==> src/sv/rtt_pkg.sv <==
`timescale 1ns / 1ps
`default_nettype none
// ----------------------------------------------------------------------------
// rtt_pkg: shared types and codes for the retransmit timer table
// Opcodes, result kinds and the entry record held by each cell.
// ----------------------------------------------------------------------------
package rtt_pkg;

   localparam logic [2:0] OP_ADD    = 3'd0;
   localparam logic [2:0] OP_ACK    = 3'd1;
   localparam logic [2:0] OP_TICK   = 3'd2;
   localparam logic [2:0] OP_PAUSE  = 3'd3;
   localparam logic [2:0] OP_RESUME = 3'd4;
   localparam logic [2:0] OP_FAIL   = 3'd5;

   localparam logic [2:0] KIND_ADDED     = 3'd0;
   localparam logic [2:0] KIND_FULL      = 3'd1;
   localparam logic [2:0] KIND_ACKED     = 3'd2;
   localparam logic [2:0] KIND_UNMATCHED = 3'd3;
   localparam logic [2:0] KIND_RETX      = 3'd4;
   localparam logic [2:0] KIND_GAVE_UP   = 3'd5;
   localparam logic [2:0] KIND_FAILED    = 3'd6;
   localparam logic [2:0] KIND_DONE      = 3'd7;

   // Entry contents, handed from cell to cell around the ring.
   typedef struct packed {
      logic        live;
      logic        mark;    // entry owes a result in the send pass
      logic [7:0]  exch;
      logic [31:0] msg;
      logic [7:0]  sends;
      logic [15:0] count;
      logic [15:0] reload;
   } entry_type;

endpackage
`default_nettype wire

==> src/sv/rtt_cell.sv <==
`timescale 1ns / 1ps
`default_nettype none
// ----------------------------------------------------------------------------
// rtt_cell: one table entry in the rotating ring
// Holds an entry; on rotate takes the neighbor's, at the head takes new data.
// ----------------------------------------------------------------------------
module rtt_cell (
   input  wire                  clock,
   input  wire                  reset,
   input  wire                  rotate,
   input  rtt_pkg::entry_type   prev_entry,
   output rtt_pkg::entry_type   entry
);
   import rtt_pkg::*;

   entry_type entry_ff;
   entry_type entry_in;

   always_comb begin
      entry_in = entry_ff;
      if (rotate) begin
         entry_in = prev_entry;
      end
   end

   always_ff @(posedge clock) begin
      entry_ff <= entry_in;
      if (reset) begin
         entry_ff.live <= 1'b0;
      end
   end

   assign entry = entry_ff;

endmodule
`default_nettype wire

==> src/sv/rtt_divider.sv <==
`timescale 1ns / 1ps
`default_nettype none
// ----------------------------------------------------------------------------
// rtt_divider: radix-2 restoring divider
// Divides a 32-bit dividend by a 16-bit divisor, one quotient bit per cycle.
// ----------------------------------------------------------------------------
module rtt_divider (
   input  wire         clock,
   input  wire         reset,
   input  wire         start,
   input  wire [31:0]  dividend,
   input  wire [15:0]  divisor,
   output logic        done,
   output logic [31:0] quotient
);
   import rtt_pkg::*;

   logic [31:0] quot_ff, quot_in;
   logic [16:0] rem_ff, rem_in;
   logic [15:0] dvs_ff, dvs_in;
   logic [5:0]  cnt_ff, cnt_in;
   logic        busy_ff, busy_in;
   logic [16:0] trial;

   always_comb begin
      quot_in = quot_ff;
      rem_in  = rem_ff;
      dvs_in  = dvs_ff;
      cnt_in  = cnt_ff;
      busy_in = busy_ff;
      trial   = {rem_ff[15:0], quot_ff[31]};
      if (start) begin
         quot_in = dividend;
         rem_in  = 17'd0;
         dvs_in  = (divisor == 16'd0) ? 16'd1 : divisor;
         cnt_in  = 6'd32;
         busy_in = 1'b1;
      end else if (busy_ff) begin
         if (trial >= {1'b0, dvs_ff}) begin
            rem_in  = trial - {1'b0, dvs_ff};
            quot_in = {quot_ff[30:0], 1'b1};
         end else begin
            rem_in  = trial;
            quot_in = {quot_ff[30:0], 1'b0};
         end
         cnt_in = cnt_ff - 6'd1;
         if (cnt_ff == 6'd1) begin
            busy_in = 1'b0;
         end
      end
   end

   always_ff @(posedge clock) begin
      quot_ff <= quot_in;
      rem_ff  <= rem_in;
      dvs_ff  <= dvs_in;
      cnt_ff  <= cnt_in;
      busy_ff <= busy_in;
      if (reset) begin
         busy_ff <= 1'b0;
         cnt_ff  <= 6'd0;
      end
   end

   assign done     = busy_ff && (cnt_ff == 6'd1);
   assign quotient = quot_in;

endmodule
`default_nettype wire

==> src/sv/retransmit_timer_table.sv <==
`timescale 1ns / 1ps
`default_nettype none
// ----------------------------------------------------------------------------
// retransmit_timer_table: table of unacknowledged messages with timers
// Add, ack, tick, pause, resume and fail-exchange over a ring of entry cells.
// ----------------------------------------------------------------------------
// The table is a ring of TABLE_SIZE cells that, during a pass, rotates one
// place a cycle past a single head position, where the sequencer inspects
// and rewrites the entry; the send pass holds the ring while a result waits
// on rsp_tready. Every item takes two full rotations: the first locates the
// free or matching slot (tick subtracts the elapsed ticks there), the second
// applies the change, marks entries that owe a result and gathers the
// earliest wake time. Tick and fail exchange then take a third rotation that
// sends one result per marked entry, and every item ends with its final
// result. Add and pause first run through the serial divider. A result that
// waits on rsp_tready holds the item back. No clearing pass after reset.
// ----------------------------------------------------------------------------
module retransmit_timer_table #(
   parameter int TABLE_SIZE = 16
) (
   input  wire         clock,
   input  wire         reset,
   // req_tuser: opcode[2:0]
   // req_tdata: exchange_id[7:0], msg_ident[39:8], timeout_ms[63:40],
   //            pause_ms[95:64], elapsed_ticks[111:96]
   input  wire         req_tvalid,
   output logic        req_tready,
   input  wire [111:0] req_tdata,
   input  wire [2:0]   req_tuser,
   // rsp_tuser: kind[2:0]
   // rsp_tdata: slot[3:0], out_exchange[11:4], out_message[43:12],
   //            send_total[51:44], wake_valid[52], next_wake[68:53]
   output logic        rsp_tvalid,
   input  wire         rsp_tready,
   output logic [71:0] rsp_tdata,
   output logic [2:0]  rsp_tuser,
   output logic        rsp_tlast,
   input  wire         csr_psel,
   input  wire         csr_penable,
   input  wire         csr_pwrite,
   input  wire [2:0]   csr_paddr,
   input  wire [31:0]  csr_pwdata,
   output logic [31:0] csr_prdata,
   output logic        csr_pready
);
   import rtt_pkg::*;

   localparam int IDX_W = (TABLE_SIZE > 1) ? $clog2(TABLE_SIZE) : 1;
   localparam int CNT_W = $clog2(TABLE_SIZE + 1);
   localparam logic [2:0] ADDR_RETRIES  = 3'd0;
   localparam logic [2:0] ADDR_INTERVAL = 3'd4;

   typedef enum logic [2:0] {
      ST_IDLE, ST_DIV, ST_PASS1, ST_PASS2, ST_FINAL, ST_EMIT
   } state_type;

   // ---------------- configuration ----------------
   logic [7:0]  retries_ff;
   logic [15:0] interval_ff;
   logic        csr_wr;

   assign csr_pready = 1'b1;
   assign csr_wr = csr_psel && csr_penable && csr_pwrite;

   always_ff @(posedge clock) begin
      if (reset) begin
         retries_ff  <= 8'd3;
         interval_ff <= 16'd200;
      end else if (csr_wr) begin
         if (csr_paddr == ADDR_RETRIES) begin
            retries_ff <= csr_pwdata[7:0];
         end else if (csr_paddr == ADDR_INTERVAL) begin
            interval_ff <= csr_pwdata[15:0];
         end
      end
   end

   always_comb begin
      csr_prdata = 32'd0;
      if (csr_paddr == ADDR_RETRIES) begin
         csr_prdata = {24'd0, retries_ff};
      end else if (csr_paddr == ADDR_INTERVAL) begin
         csr_prdata = {16'd0, interval_ff};
      end
   end

   // ---------------- ring of cells ----------------
   entry_type   cell_q [TABLE_SIZE];
   entry_type   head_new;
   logic        rotate;

   for (genvar g = 0; g < TABLE_SIZE; g++) begin : g_cell
      if (g == 0) begin : g_head
         rtt_cell u_cell (
            .clock(clock), .reset(reset), .rotate(rotate),
            .prev_entry(head_new), .entry(cell_q[g])
         );
      end else begin : g_rest
         rtt_cell u_cell (
            .clock(clock), .reset(reset), .rotate(rotate),
            .prev_entry(cell_q[g-1]), .entry(cell_q[g])
         );
      end
   end

   // head of the ring is the last cell; it re-enters at cell 0
   entry_type head;
   assign head = cell_q[TABLE_SIZE-1];

   // ---------------- divider ----------------
   logic        div_start, div_done;
   logic [31:0] div_q, div_arg;

   rtt_divider u_div (
      .clock(clock), .reset(reset), .start(div_start),
      .dividend(div_arg), .divisor(interval_ff),
      .done(div_done), .quotient(div_q)
   );

   // ---------------- sequencer ----------------
   state_type   state_ff, state_in;
   logic [2:0]  op_ff, op_in;
   logic [7:0]  exch_ff, exch_in;
   logic [31:0] msg_ff, msg_in;
   logic [15:0] ela_ff, ela_in;
   logic [15:0] quo_ff, quo_in;
   logic [IDX_W-1:0] pos_ff, pos_in;    // slot at head
   logic [CNT_W-1:0] step_ff, step_in;
   logic        found_ff, found_in;
   logic [IDX_W-1:0] hit_ff, hit_in;
   logic        any_ff, any_in;
   logic [15:0] wake_ff, wake_in;
   logic        rv_ff, rv_in;
   logic [2:0]  rkind_ff, rkind_in;
   logic [3:0]  rslot_ff, rslot_in;
   logic [7:0]  rexch_ff, rexch_in;
   logic [31:0] rmsg_ff, rmsg_in;
   logic [7:0]  rsend_ff, rsend_in;
   logic        rlast_ff, rlast_in;

   logic [2:0]  q_op;
   logic [7:0]  q_exch;
   logic [31:0] q_msg;
   logic [23:0] q_tmo;
   logic [31:0] q_pms;
   logic [15:0] q_ela;

   assign q_op   = req_tuser;
   assign q_exch = req_tdata[7:0];
   assign q_msg  = req_tdata[39:8];
   assign q_tmo  = req_tdata[63:40];
   assign q_pms  = req_tdata[95:64];
   assign q_ela  = req_tdata[111:96];

   assign req_tready = (state_ff == ST_IDLE) && !rv_ff;
   assign div_start = req_tvalid && req_tready &&
                      (q_op == OP_ADD || q_op == OP_PAUSE);
   assign div_arg = (q_op == OP_ADD) ? {8'd0, q_tmo} : q_pms;

   // Per-entry results of tick and fail need the final wake time, so pass 2
   // only marks the entries and a third rotation sends them in slot order.
   entry_type   cur;
   logic        match_x, match_m;
   logic [15:0] sub;

   always_comb begin
      state_in = state_ff;
      op_in = op_ff; exch_in = exch_ff; msg_in = msg_ff;
      ela_in = ela_ff; quo_in = quo_ff; pos_in = pos_ff; step_in = step_ff;
      found_in = found_ff; hit_in = hit_ff; any_in = any_ff; wake_in = wake_ff;
      rv_in = rv_ff; rkind_in = rkind_ff; rslot_in = rslot_ff;
      rexch_in = rexch_ff; rmsg_in = rmsg_ff; rsend_in = rsend_ff;
      rlast_in = rlast_ff;
      rotate = 1'b0;
      head_new = head;
      cur = head;
      match_x = head.live && (head.exch == exch_ff);
      match_m = match_x && (head.msg == msg_ff);
      sub = (head.count >= ela_ff) ? head.count - ela_ff : 16'd0;

      if (rv_ff && rsp_tready) begin
         rv_in = 1'b0;
      end

      unique case (state_ff)
         ST_IDLE: begin
            if (req_tvalid && req_tready) begin
               op_in = q_op; exch_in = q_exch; msg_in = q_msg;
               ela_in = q_ela;
               found_in = 1'b0; hit_in = '0;
               pos_in = '0; step_in = '0;
               any_in = 1'b0; wake_in = 16'hFFFF;
               state_in = div_start ? ST_DIV : ST_PASS1;
            end
         end
         ST_DIV: begin
            if (div_done) begin
               quo_in = div_q[15:0];
               state_in = ST_PASS1;
            end
         end
         ST_PASS1: begin
            // locate first free / matching slot; tick subtracts here
            rotate = 1'b1;
            if (op_ff == OP_ADD && !found_ff && !head.live) begin
               found_in = 1'b1; hit_in = pos_ff;
            end
            if (op_ff == OP_ACK && !found_ff && match_m) begin
               found_in = 1'b1; hit_in = pos_ff;
            end
            if ((op_ff == OP_PAUSE || op_ff == OP_RESUME) && !found_ff && match_x) begin
               found_in = 1'b1; hit_in = pos_ff;
            end
            if (op_ff == OP_TICK && head.live) begin
               head_new.count = sub;
            end
            pos_in = pos_ff + IDX_W'(1);
            step_in = step_ff + CNT_W'(1);
            if (step_ff == CNT_W'(TABLE_SIZE - 1)) begin
               pos_in = '0; step_in = '0;
               state_in = ST_PASS2;
            end
         end
         ST_PASS2: begin
            // apply change, mark entries owing a result, gather wake time
            rotate = 1'b1;
            cur = head;
            cur.mark = 1'b0;
            case (op_ff)
               OP_ADD: begin
                  if (found_ff && hit_ff == pos_ff) begin
                     cur.live = 1'b1; cur.exch = exch_ff; cur.msg = msg_ff;
                     cur.sends = 8'd0; cur.count = quo_ff; cur.reload = quo_ff;
                  end
               end
               OP_ACK: begin
                  if (found_ff && hit_ff == pos_ff) begin
                     cur.live = 1'b0;
                     rsend_in = head.sends;
                  end
               end
               OP_TICK: begin
                  if (head.live && head.count == 16'd0) begin
                     cur.mark = 1'b1;
                     if (head.sends > retries_ff) begin
                        cur.live = 1'b0;
                     end else begin
                        cur.sends = head.sends + 8'd1;
                        cur.count = head.reload;
                     end
                  end
               end
               OP_PAUSE: begin
                  if (found_ff && hit_ff == pos_ff) begin
                     cur.count = head.count + quo_ff;
                  end
               end
               OP_RESUME: begin
                  if (found_ff && hit_ff == pos_ff) begin
                     cur.count = 16'd0;
                  end
               end
               OP_FAIL: begin
                  if (match_x) begin
                     cur.live = 1'b0;
                     cur.mark = 1'b1;
                  end
               end
               default: ;
            endcase
            head_new = cur;
            if (cur.live) begin
               any_in = 1'b1;
               if (cur.count < wake_ff) wake_in = cur.count;
            end
            pos_in = pos_ff + IDX_W'(1);
            step_in = step_ff + CNT_W'(1);
            if (step_ff == CNT_W'(TABLE_SIZE - 1)) begin
               pos_in = '0; step_in = '0;
               state_in = (op_ff == OP_TICK || op_ff == OP_FAIL) ? ST_EMIT : ST_FINAL;
            end
         end
         ST_EMIT: begin
            // walk the ring again, send one result per marked slot
            if (!head.mark) begin
               rotate = 1'b1;
            end else if (!rv_ff || rsp_tready) begin
               rotate = 1'b1;
               rv_in = 1'b1;
               if (op_ff == OP_FAIL) begin
                  rkind_in = KIND_FAILED;
               end else if (head.live) begin
                  rkind_in = KIND_RETX;
               end else begin
                  rkind_in = KIND_GAVE_UP;
               end
               rslot_in = 4'(pos_ff); rexch_in = head.exch; rmsg_in = head.msg;
               rsend_in = head.sends; rlast_in = 1'b0;
            end
            if (rotate) begin
               pos_in = pos_ff + IDX_W'(1);
               step_in = step_ff + CNT_W'(1);
               if (step_ff == CNT_W'(TABLE_SIZE - 1)) begin
                  pos_in = '0; step_in = '0;
                  state_in = ST_FINAL;
               end
            end
         end
         ST_FINAL: begin
            if (!rv_ff || rsp_tready) begin
               rv_in = 1'b1; rlast_in = 1'b1;
               rexch_in = exch_ff; rslot_in = 4'd0; rmsg_in = 32'd0;
               rsend_in = 8'd0; rkind_in = KIND_DONE;
               case (op_ff)
                  OP_ADD: begin
                     rmsg_in = msg_ff;
                     if (found_ff) begin
                        rkind_in = KIND_ADDED; rslot_in = 4'(hit_ff);
                     end else begin
                        rkind_in = KIND_FULL;
                     end
                  end
                  OP_ACK: begin
                     rmsg_in = msg_ff;
                     if (found_ff) begin
                        rkind_in = KIND_ACKED; rslot_in = 4'(hit_ff);
                        rsend_in = rsend_ff;
                     end else begin
                        rkind_in = KIND_UNMATCHED;
                     end
                  end
                  default: ;
               endcase
               state_in = ST_IDLE;
            end
         end
         default: state_in = ST_IDLE;
      endcase
   end

   always_ff @(posedge clock) begin
      state_ff <= state_in;
      op_ff <= op_in; exch_ff <= exch_in; msg_ff <= msg_in;
      ela_ff <= ela_in; quo_ff <= quo_in; pos_ff <= pos_in; step_ff <= step_in;
      found_ff <= found_in; hit_ff <= hit_in; any_ff <= any_in;
      wake_ff <= wake_in; rv_ff <= rv_in; rkind_ff <= rkind_in;
      rslot_ff <= rslot_in; rexch_ff <= rexch_in; rmsg_ff <= rmsg_in;
      rsend_ff <= rsend_in; rlast_ff <= rlast_in;
      if (reset) begin
         state_ff <= ST_IDLE;
         rv_ff    <= 1'b0;
      end
   end

   logic [15:0] wake_out;
   assign wake_out = any_ff ? wake_ff : 16'd0;
   assign rsp_tvalid = rv_ff;
   assign rsp_tlast  = rlast_ff;
   assign rsp_tuser  = rkind_ff;
   assign rsp_tdata  = {3'd0, wake_out, any_ff, rsend_ff, rmsg_ff, rexch_ff,
                        rslot_ff};

   // ---------------- assertions ----------------
   a_no_accept_busy: assert property (@(posedge clock) disable iff (reset)
      (state_ff != ST_IDLE) |-> !req_tready)
      else $error("item accepted while busy");
   a_done_last: assert property (@(posedge clock) disable iff (reset)
      (rv_ff && rkind_ff == KIND_DONE) |-> rlast_ff)
      else $error("done result without last");
   a_hold: assert property (@(posedge clock) disable iff (reset)
      (rv_ff && !rsp_tready) |=> (rv_ff && $stable(rkind_ff) && $stable(rslot_ff)))
      else $error("stalled result changed");
   a_idle_after_last: assert property (@(posedge clock) disable iff (reset)
      (rv_ff && rlast_ff && rsp_tready) |-> (state_ff == ST_IDLE))
      else $error("last result left before item finished");

endmodule
`default_nettype wire
==> config.mk <==
export PLATFORM = sky130hd
export DESIGN_NAME = retransmit_timer_table
export DESIGN_NICKNAME = d
export VERILOG_FILES = /design/src/sv/rtt_pkg.sv /design/src/sv/rtt_cell.sv /design/src/sv/rtt_divider.sv /design/src/sv/retransmit_timer_table.sv
export SDC_FILE = /design/constraint.sdc
export NUM_CORES = 1
export LEC_CHECK = 0
export ABC_AREA = 1
export BUFFER_PORTS_ARGS = -buffer_cell sky130_fd_sc_hd__buf_2
export CORE_MARGIN = 3
export CORE_UTILIZATION = 35
export CTS_CLUSTER_DIAMETER = 80
export DETAILED_ROUTE_END_ITERATION = 10
export PLACE_DENSITY_LB_ADDON = 0.3
export SKIP_CTS_REPAIR_TIMING = 1
export SLEW_MARGIN = 20
export SYNTH_ARGS = -nofsm -noshare
export SYNTH_HDL_FRONTEND = slang
export SYNTH_SLANG_ARGS = --single-unit
==> constraint.sdc <==
create_clock -name clock -period 41 [get_ports clock]
set_clock_uncertainty 0.1 [all_clocks]
set_input_delay 6.15 -clock clock [delete_from_list [all_inputs] [get_ports clock]]
set_output_delay 6.15 -clock clock [all_outputs]
set_load 0.005 [all_outputs]
==> out/results.txt <==
Hold violation count in the final report - 0
Slew @ Worst Pin - 1.21 ns
Capturing point of the worst reg2reg path - g_cell[3].g_rest.u_cell.entry[52]
RSZ-0062 raised after global routing - no
GPL Wtd Cong - 0.863
Post-synthesis cell type count - 60
TritonCTS clock tree - done
Area leader, netlist - edfxtp_1
Top post-synthesis cells by area - edfxtp_1 (80%), dfxtp_1 (3.0%), nand2_1 (2.7%), inv_1 (2.2%), ha_1 (1.7%)
Fin Setup TNS - 0 ns
Clk Latency, worst-skew pair - 0.75 ns
Hold_sp - g_cell[10].g_rest.u_cell.entry[42]
Startpoint types - input port
Ports - 268
PD cells - 70.0 nW/um2
Register-to-register setup slack - 34.50 ns
Die H - 405 um
Worst path top cell family by delay - simple AND/OR/NAND/NOR gates
Tot Pwr - 0.00452 W
Finish-stage setup viols - 0
Initial antenna violation count - 4
DRT iter0 DRCs - 2646
Die Area - 164000 um2
Crit path kind - input port to output pin
Drt total wl - 108 mm
ANT nets after route - 0
Final HPWL DP - 69.8 mm
F_max - 74.6 MHz
Crit share post-route - 32.7%
Crit path cell chain - buf_2, nor2_1, nand2_1, o22ai_1, buf_2
EDFF count, synth - 1490
Minimum clock period after layout - 13.41 ns
Total number of vias - 27419
Yosys reg bits - 1573
Residual DRC - 0
DR pass1 iterations - 5
Ratio of cells with drive above 1 in the final layout - 15.0%
Longest Clk Path Bufs - 3
Peak supply drop - 0.0000475 V
Worst path arrival time - 7.16 ns
Most frequent cell after synthesis - edfxtp_1
Crit end category - output pin
WL/cell - 18.3 um
GR Overflow Total - 0
Layout area overhead - 15.7%
H-tree levels - 4
Post-synthesis average cell area - 16.5 um2
Max Cap Viol - 0
Die X-Extent - 405 um
Worst hold stages - 0
Critical path's slowest cell - o22ai_1
Setup ws final - 27.59 ns
Cell count after placement - 5622
Post-synth ARST share - 0%
R2R Path Start - state_ff[2]
Num rows - 145
Synth cell count leaders - edfxtp_1 (1490), nand2_1 (407), inv_1 (334)
Clock slew at reported path FFs - 0.06 ns
Fin cells - 5911
R2R depth - 10
Seq/Total Area, Yosys - 83.2%
Yosys warns - 0
Worst Hold Class - flip-flop to flip-flop
Leak pwr - 22.9 nW
Outcome - finished, final reports clean
Worst path max stage delay - 0.33 ns
Mapped Cells - 3384
Post-synth top flop - edfxtp_1
Buffer and inverter count on the worst path - 2
Final net count - 3964
Clk sinks - 1573
Relative slew slack - 19.2%
Slew Limit Fails - 0
CP max FO - 17
Largest net degree at the start of global routing - 209
Filler cells - 14093
Worst-case hold path end point - g_cell[11].g_rest.u_cell.entry[42]
CP Data Required Time - 34.75 ns
Area of the core - 157000 um2
Share of the synthesized area in the top cell type - 80.2%
Cts bufs inserted - 162
First-pass GRT wire length - 162 mm
Vias in the first global route - 26508
Total track usage - 13.1%
CP dominant cell by count - buf_2
PortBufs - 231
Initial Util - 35.5%
Drt via density - 4.64
Mapped cell area - 55800 um2
Setup slack at placement - 27.57 ns
Root Buffer - clkbuf_16
## cell type report
type,count,area (um2),share of cell area [%]
clock inverter,84,901,1.40
inverter,377,1430,2.21
antenna,3,7.51,0.0116
clock buffer,202,4300,6.66
multi-input combinational,1354,7550,11.7
timing repair buffer,260,1390,2.16
tap,2058,2570,3.99
sequential,1573,46400,71.9
## metal layers
| layer | vias up | wire, um | GRT usage, % | share of wire (%) |
|---|---|---|---|---|
| met2 | 629 | 48800 | 19.6 | 45 |
| met1 | 13579 | 51600 | 19.1 | 48 |
| met3 | 196 | 5070 | 2.73 | 4.7 |
| li1 | 13015 | - | - | - |
| met4 | 0 | 2880 | 4.18 | 2.7 |
| met5 | - | 0 | 0 | 0 |
## through the flow
step                util (%)  cell area, um2  hold slack (ns)
finish                  41.0           64600            0.291
detailed placement      37.7           59300            0.305
floorplan                  -           55800            0.300
global route            41.0           64600            0.301
global placement        37.7           59300            0.300
CTS                     41.0           64500            0.293
## cell usage in the layout, fill, tap and decap left out, types with 18 or more instances in the layout
| master | instances |
|---|---|
| xor2_1 | 31 |
| clkbuf_1 | 34 |
| inv_1 | 333 |
| o221ai_1 | 26 |
| nand4_1 | 18 |
| dfxtp_1 | 83 |
| o21ai_1 | 64 |
| o211ai_1 | 37 |
| clkbuf_16 | 165 |
| ha_1 | 76 |
| clkinv_1 | 33 |
| inv_2 | 41 |
| nand3_1 | 48 |
| edfxtp_1 | 1490 |
| a21oi_1 | 124 |
| buf_4 | 26 |
| o21ai_0 | 141 |
| o22ai_1 | 39 |
| buf_2 | 231 |
| nor3_1 | 23 |
| nor2_1 | 141 |
| conb_1 | 20 |
| nand2_1 | 407 |
| xnor2_1 | 19 |
## state kept, by name, summed over array words and instances (netlist names), 5 cells and up
register / flops
g_cell.g_head.u_cell.entry: 82
msg_ff: 32
rmsg_ff: 32
step_ff: 5
ela_ff: 16
rsend_ff: 8
g_cell.g_rest.u_cell.entry: 1230
u_div.cnt_ff: 6
u_div.dvs_ff: 16
interval_ff: 16
u_div.quot_ff: 32
u_div.rem_ff: 16
retries_ff: 8
exch_ff: 8
rexch_ff: 8
wake_ff: 16
quo_ff: 16
## worst max path at each step
| stage | startpoint | endpoint | slack (ns) | cells after the start |
|---|---|---|---|---|
| floorplan | rsp_tready | g_cell[0].g_head.u_cell.entry[0] | 18.28 | 7 |
| global placement | csr_paddr[1] | csr_prdata[4] | 27.62 | 5 |
| detailed placement | csr_paddr[1] | csr_prdata[7] | 27.57 | 5 |
| CTS | csr_paddr[1] | csr_prdata[7] | 27.57 | 5 |
| global route | csr_paddr[1] | csr_prdata[6] | 27.45 | 5 |
| finish | csr_paddr[1] | csr_prdata[7] | 27.59 | 5 |
## logic make-up after synthesis
kind of cell | Yosys count | share of synthesized area, %
xor gates and xnor gates | 50 | 0.785
AOI/OAI and AO/OA | 508 | 5.45
buffers and inverters | 475 | 3.42
other | 2 | 0.0135
adders and majority gates | 79 | 1.81
and+or+nand+nor | 692 | 5.24
DFF | 1573 | 83.2
muxes | 5 | 0.0897
## power breakdown
group / switching [W] / leakage (nW) / internal, W / total (W)
Combinational: 0.000499 / 5.86 / 0.000142 / 0.000640
Clock: 0.000608 / 2.53 / 0.000827 / 0.00143
Sequential: 0.000118 / 14.5 / 0.00233 / 0.00245
Total: 0.00122 / 22.9 / 0.00330 / 0.00452
Power figures use the tool's default switching activity.
